## src/design/ebmf_pkg.sv

```systemverilog
// Shared constants, codes and types of the edge-normalized box mean filter.
`default_nettype none
package ebmf_pkg;
  localparam int MAX_WIDTH    = 1024;
  localparam int MAX_RADIUS   = 10;
  localparam int HEIGHT_LIMIT = 4096;
  localparam int STORE_ROWS   = 2 * MAX_RADIUS + 2;
  localparam int PIXEL_BITS   = 16;
  localparam int COL_BITS     = $clog2(MAX_WIDTH);
  localparam int ROW_BITS     = $clog2(HEIGHT_LIMIT);
  localparam int SLOT_BITS    = $clog2(STORE_ROWS);
  localparam int STORE_DEPTH  = STORE_ROWS * MAX_WIDTH;
  localparam int ADDR_BITS    = SLOT_BITS + COL_BITS;
  localparam int WIN_SIDE     = 2 * MAX_RADIUS + 1;
  localparam int CNT_BITS     = $clog2(WIN_SIDE * WIN_SIDE + 1);
  localparam int SUM_BITS     = PIXEL_BITS + CNT_BITS;
  localparam int DIV_STEPS    = PIXEL_BITS;

  // register indexes of the configuration port
  localparam logic [1:0] REG_RADIUS       = 2'd0;
  localparam logic [1:0] REG_FRAME_WIDTH  = 2'd1;
  localparam logic [1:0] REG_FRAME_HEIGHT = 2'd2;

  // operation codes carried in tuser
  localparam logic OP_PIXEL = 1'b0;
  localparam logic OP_DRAIN = 1'b1;

  // one word moving down the divider chain
  typedef struct packed {
    logic                  valid;
    logic [CNT_BITS-1:0]   rem;
    logic [PIXEL_BITS-1:0] low;
    logic [PIXEL_BITS-1:0] quot;
    logic [CNT_BITS-1:0]   divisor;
  } div_stage_t;
endpackage
`default_nettype wire

```

## src/design/ebmf_div_cell.sv

```systemverilog
// One restoring-division cell: settles one quotient bit and hands on.
`default_nettype none
module ebmf_div_cell (
  input  wire logic               clk,
  input  wire logic               rst,
  input  wire ebmf_pkg::div_stage_t din,
  output ebmf_pkg::div_stage_t    dout
);
  logic [ebmf_pkg::CNT_BITS:0] trial;
  logic                        ge;

  // shift in the next dividend bit and try the subtract
  assign trial = {din.rem, din.low[ebmf_pkg::PIXEL_BITS-1]};
  assign ge    = trial >= {1'b0, din.divisor};

  // valid is reset, the data fields just follow
  always_ff @(posedge clk) begin
    if (rst) begin
      dout.valid <= 1'b0;
    end else begin
      dout.valid <= din.valid;
    end
    dout.rem     <= ge ? ebmf_pkg::CNT_BITS'(trial - {1'b0, din.divisor})
                       : trial[ebmf_pkg::CNT_BITS-1:0];
    dout.low     <= {din.low[ebmf_pkg::PIXEL_BITS-2:0], 1'b0};
    dout.quot    <= {din.quot[ebmf_pkg::PIXEL_BITS-2:0], ge};
    dout.divisor <= din.divisor;
  end
endmodule
`default_nettype wire

```

## src/design/ebmf_div_chain.sv

```systemverilog
// Row of division cells; a word enters at the first cell and is registered in each one on its way out.
`default_nettype none
module ebmf_div_chain (
  input  wire logic                 clk,
  input  wire logic                 rst,
  input  wire ebmf_pkg::div_stage_t din,
  output ebmf_pkg::div_stage_t      dout
);
  ebmf_pkg::div_stage_t stage [0:ebmf_pkg::DIV_STEPS];

  assign stage[0] = din;

  for (genvar i = 0; i < ebmf_pkg::DIV_STEPS; i++) begin : g_cell
    ebmf_div_cell u_cell (
      .clk  (clk),
      .rst  (rst),
      .din  (stage[i]),
      .dout (stage[i+1])
    );
  end

  assign dout = stage[ebmf_pkg::DIV_STEPS];
endmodule
`default_nettype wire

```

## config.mk

```make
export PLATFORM = sky130hd
export DESIGN_NAME = ebmf_div_chain
export DESIGN_NICKNAME = d
export VERILOG_FILES = /design/src/design/ebmf_pkg.sv /design/src/design/ebmf_div_cell.sv /design/src/design/ebmf_div_chain.sv
export SDC_FILE = /design/constraint.sdc
export NUM_CORES = 1
export LEC_CHECK = 0
export BUFFER_PORTS_ARGS = -buffer_cell sky130_fd_sc_hd__buf_4
export CAP_MARGIN = 10
export CORE_ASPECT_RATIO = 0.5
export CORE_MARGIN = 4
export CORE_UTILIZATION = 60
export CTS_CLUSTER_SIZE = 20
export DETAILED_ROUTE_END_ITERATION = 6
export GPL_TIMING_DRIVEN = 0
export PLACE_DENSITY = 0.88
export SETUP_SLACK_MARGIN = 0.02
export SLEW_MARGIN = 40
export SYNTH_ARGS = -nofsm -noshare
export SYNTH_HDL_FRONTEND = slang
export SYNTH_SLANG_ARGS = --single-unit
```

## constraint.sdc

```tcl
create_clock -name clk -period 3.23 [get_ports clk]
set_input_delay 0.323 -clock clk [delete_from_list [all_inputs] [get_ports clk]]
set_output_delay 0.323 -clock clk [all_outputs]
set_load 0.03 [all_outputs]
```

==> results_dict.tcl <==
set metrics [dict create \
    run_status "complete, no violations" \
    kind_of_critical_path "register to register" \
    tritoncts_num_sinks 560 \
    wl_um 31900 \
    ctsLongestPathBuffers 3 \
    fp.dieW_um 264 \
    number_of_buffers_created_by_cts 45 \
    yosysWarnings 0 \
    gp_congestion 0.917 \
    grtUsageMet1_pct 17.7 \
    post_layout_min_period_ns 2.89 \
    slew_at_the_pin_closest_to_its_max_slew_limit_ns 0.626 \
    final_nets 2092 \
    worst_hold_path.num_cells 3 \
    synth_common_cells "dfxtp_1, inv_1, ha_1" \
    async_flop_share_pct 0 \
    hold-path-endpoint "g_cell[0].u_cell.dout[43]$_DFF_P_" \
    total_leakage_power_nw 10.4 \
    drt_first_pass_iters 5 \
    net-switching-power_mw 7.76 \
    timing.critical_path.slowest_stage_cell "a221oi_1" \
    worst_rel_slew_slack_pct 58.3 \
    detailroute.via_count 12200 \
    maximum_resistive_drop_on_vdd_v 0.000468 \
    yosys.cell_count.top_type "dfxtp_1" \
    grt_pass1_vias 12300 \
    grt_antenna_before_repair 0 \
    worstSetupStartpointType "register" \
    report.final.hold_viol_count 0 \
    overflow 0 \
    cp_cell_sequence "inv_1 > ha_1 > inv_1 > fa_1 > a21o_1 > a221oi_1 > o2111ai_1 > clkbuf_1 > nor2_1 > a21oi_1" \
    syn_inst 1715 \
    viasPerCell 5.20 \
    setup_violations 0 \
    postSynth.topFlopCell "dfxtp_1" \
    yosysSeqAreaShare_pct 57.1 \
    net_switching_share_of_the_total_power_pct 32.3 \
    syn-mean-instance-area_sq_um 11.4 \
    critical_path_required_ns 3.67 \
    setup-tns-final_ns 0 \
    clock_power_share_pct 24.1 \
    synth.cell_area_sq_um 19600 \
    sequentialPowerShare_pct 39.4 \
    timing.max_cap.violations 0 \
    power-per-cell-area_nw_per_um2 1060 \
    max_stage_delay_ns 0.56 \
    fp.dieArea_sq_um 35800 \
    finalHoldWorstSlack_ns 0.0366 \
    cts.reportedPaths.clkPinSlew_ns 0.07 \
    floorplan.die.height_um 136 \
    worstRegToRegCells 10 \
    drc_errors_left 0 \
    floorplan.io_pins 104 \
    drive_above_1_share_pct 14.5 \
    comb_power_share_pct 36.5 \
    grt_busiest_layer "met2" \
    synth-seq-cells 560 \
    grt_use_total_pct 17.5 \
    r2r_start "g_cell[13].u_cell.dout[40]$_DFF_P_" \
    core_area_sq_um 31900 \
    unrepaired_setup_endpoints_after_global_routing "false" \
    post_drt_wl_per_cell_um 13.6 \
    number_of_flops_mapped_to_enable_cells_by_yosys 0 \
    critical_path_peak_fanout 10 \
    cts.repair_timing.setup_buffer_count 0 \
    initial_core_util_pct 61.4 \
    worstHoldPathType "primary input to register" \
    post_cts_resize_count 0 \
    wire_length_of_the_first_global_routing_pass_um 53300 \
    holdCritStartpoint "din[42]" \
    largestRegisters "g_cell.u_cell.dout (560)" \
    reg2reg_to "g_cell[14].u_cell.dout[41]$_DFF_P_" \
    met3_demand_to_capacity_share_in_global_routing_pct 3.40 \
    finClkSkew_ns 0.0353 \
    reg2reg_setup_slack_ns 0.34 \
    place.detailed.hpwl_um 22100 \
    final_max_slew_viol_count 0 \
    finalCritPeriodShare_pct 89.4 \
    worst_path_most_repeated_cell "inv_1" \
    largest-register "g_cell.u_cell.dout" \
    largest_register_ffs 560 \
    clock-root-buffer "clkbuf_16" \
    leading_area_contributor_after_synthesis "dfxtp_1" \
    post_synth_top_area_share_pct 57.1 \
    tritoncts "done" \
    syn2layout_area_growth_pct 15.5 \
    cellInternalPower_mw 16.2 \
    grt_max_degree 19 \
    worst_ep_arrival_time_ns 3.33 \
    antenna_cells_inserted 0 \
    gr-usage-met2_pct 35.4 \
    floorplan.rows 46 \
    placed_standard_cell_area_sq_um 20800 \
    worstSetupEndpointType "register" \
    max_clock_freq_mhz 346 \
    clock_insertion_delay_worst_skew_ns 0.57 \
    fin_area_sq_um 22700 \
    number_of_input_and_output_port_buffers_inserted 71 \
    ctsHtreeMaxLevel 2 \
    drt_iter0_drc 476 \
    top_post_synthesis_cells_by_area "dfxtp_1, ha_1, mux2_2" \
    post_synth_num_cell_types 61 \
    drt.antenna.violating_nets 0 \
]
[power by group through the flow]
stage	Sequential, mW	Combinational (mW)	Clock [mW]
after global placement	9.50	8.17	0
after CTS	9.45	8.72	5.92
final	9.44	8.76	5.78
after detailed placement	9.59	8.54	0
after global routing	9.63	9.65	6.20
after floorplan	9.66	6.61	0
[critical path: cells and delay by family, from the launching register on]
kind,cells,cell delay [ns]
DFF,1,0.31
adders and majority gates,2,0.55
and+or+nand+nor,1,0.19
buffers and inverters,3,0.45
AOI/OAI and AO/OA,4,1.24
[placed cells by master, fill, tap and decap left out, types with 41 or more instances in the layout]
cell       count
dfxtp_1      560
xnor2_1       49
mux2_2        77
inv_1        194
nor2_1        82
buf_4         87
clkbuf_16     46
a21oi_1       84
nand3_1       51
nand2_1       41
ha_1         144
[cells by family (layout without fill, tap and decap cells)]
| group | after synthesis | after routing | share of synthesized area [%] |
|---|---|---|---|
| AOI/OAI and AO/OA | 310 | 310 | 10.8 |
| xor gates and xnor gates | 80 | 80 | 3.57 |
| adders and majority gates | 160 | 160 | 10.8 |
| buffers and inverters | 224 | 410 | 4.63 |
| DFF | 560 | 560 | 57.1 |
| muxes | 101 | 101 | 5.87 |
| other | 1 | 16 | 0.0191 |
| and+or+nand+nor | 279 | 279 | 7.17 |
[worst max-delay path by stage]
stage,startpoint,depth (start not counted),endpoint,slack (ns)
after floorplan,g_cell[14].u_cell.dout[40]$_DFF_P_,10,g_cell[15].u_cell.dout[42]$_DFF_P_,0.73
final,g_cell[13].u_cell.dout[40]$_DFF_P_,10,g_cell[14].u_cell.dout[41]$_DFF_P_,0.34
after detailed placement,g_cell[13].u_cell.dout[40]$_DFF_P_,9,g_cell[14].u_cell.dout[48]$_DFF_P_,0.41
after global routing,g_cell[11].u_cell.dout[40]$_DFF_P_,10,g_cell[12].u_cell.dout[41]$_DFF_P_,0.15
after global placement,din[40],11,g_cell[0].u_cell.dout[46]$_DFF_P_,0.47
after CTS,g_cell[13].u_cell.dout[40]$_DFF_P_,10,g_cell[14].u_cell.dout[41]$_DFF_P_,0.37
[through the flow]
stage | cells | utilization (%) | total power, mW | setup slack, ns
5_1_grt | 2348 | 71.0 | 25.5 | 0.155
2_1_floorplan | 1730 | - | 16.3 | 0.730
4_1_cts | 2348 | 71.0 | 24.1 | 0.366
3_5_place_dp | 2233 | 65.0 | 18.1 | 0.408
3_3_place_gp | 2233 | 65.0 | 17.7 | 0.471
6_report | 2348 | 71.0 | 24.0 | 0.341
[what timing repair did]
| action | CTS | global route |
|---|---|---|
| endpoints found under the setup margin | 0 | 0 |
| endpoints found under the hold margin | 36 | 0 |
| hold buffers | 31 | 0 |
[area by class of cell]
type	instances	area, sq um
clock buffer	54	1210
buffer	30	181
tap	432	541
multi-input combinational	946	7560
timing repair buffer	102	843
inverter	194	728
clock inverter	30	398
fill	2171	9270
sequential	560	11200
[routing by layer]
layer / vias up / part of all wire (%)
li1: 6186 / -
met1: 5702 / 39
met2: 246 / 54
met3: 82 / 3.8
met4: 0 / 3.0
met5: - / 0
Note: power is estimated with default switching activity, not from simulation.
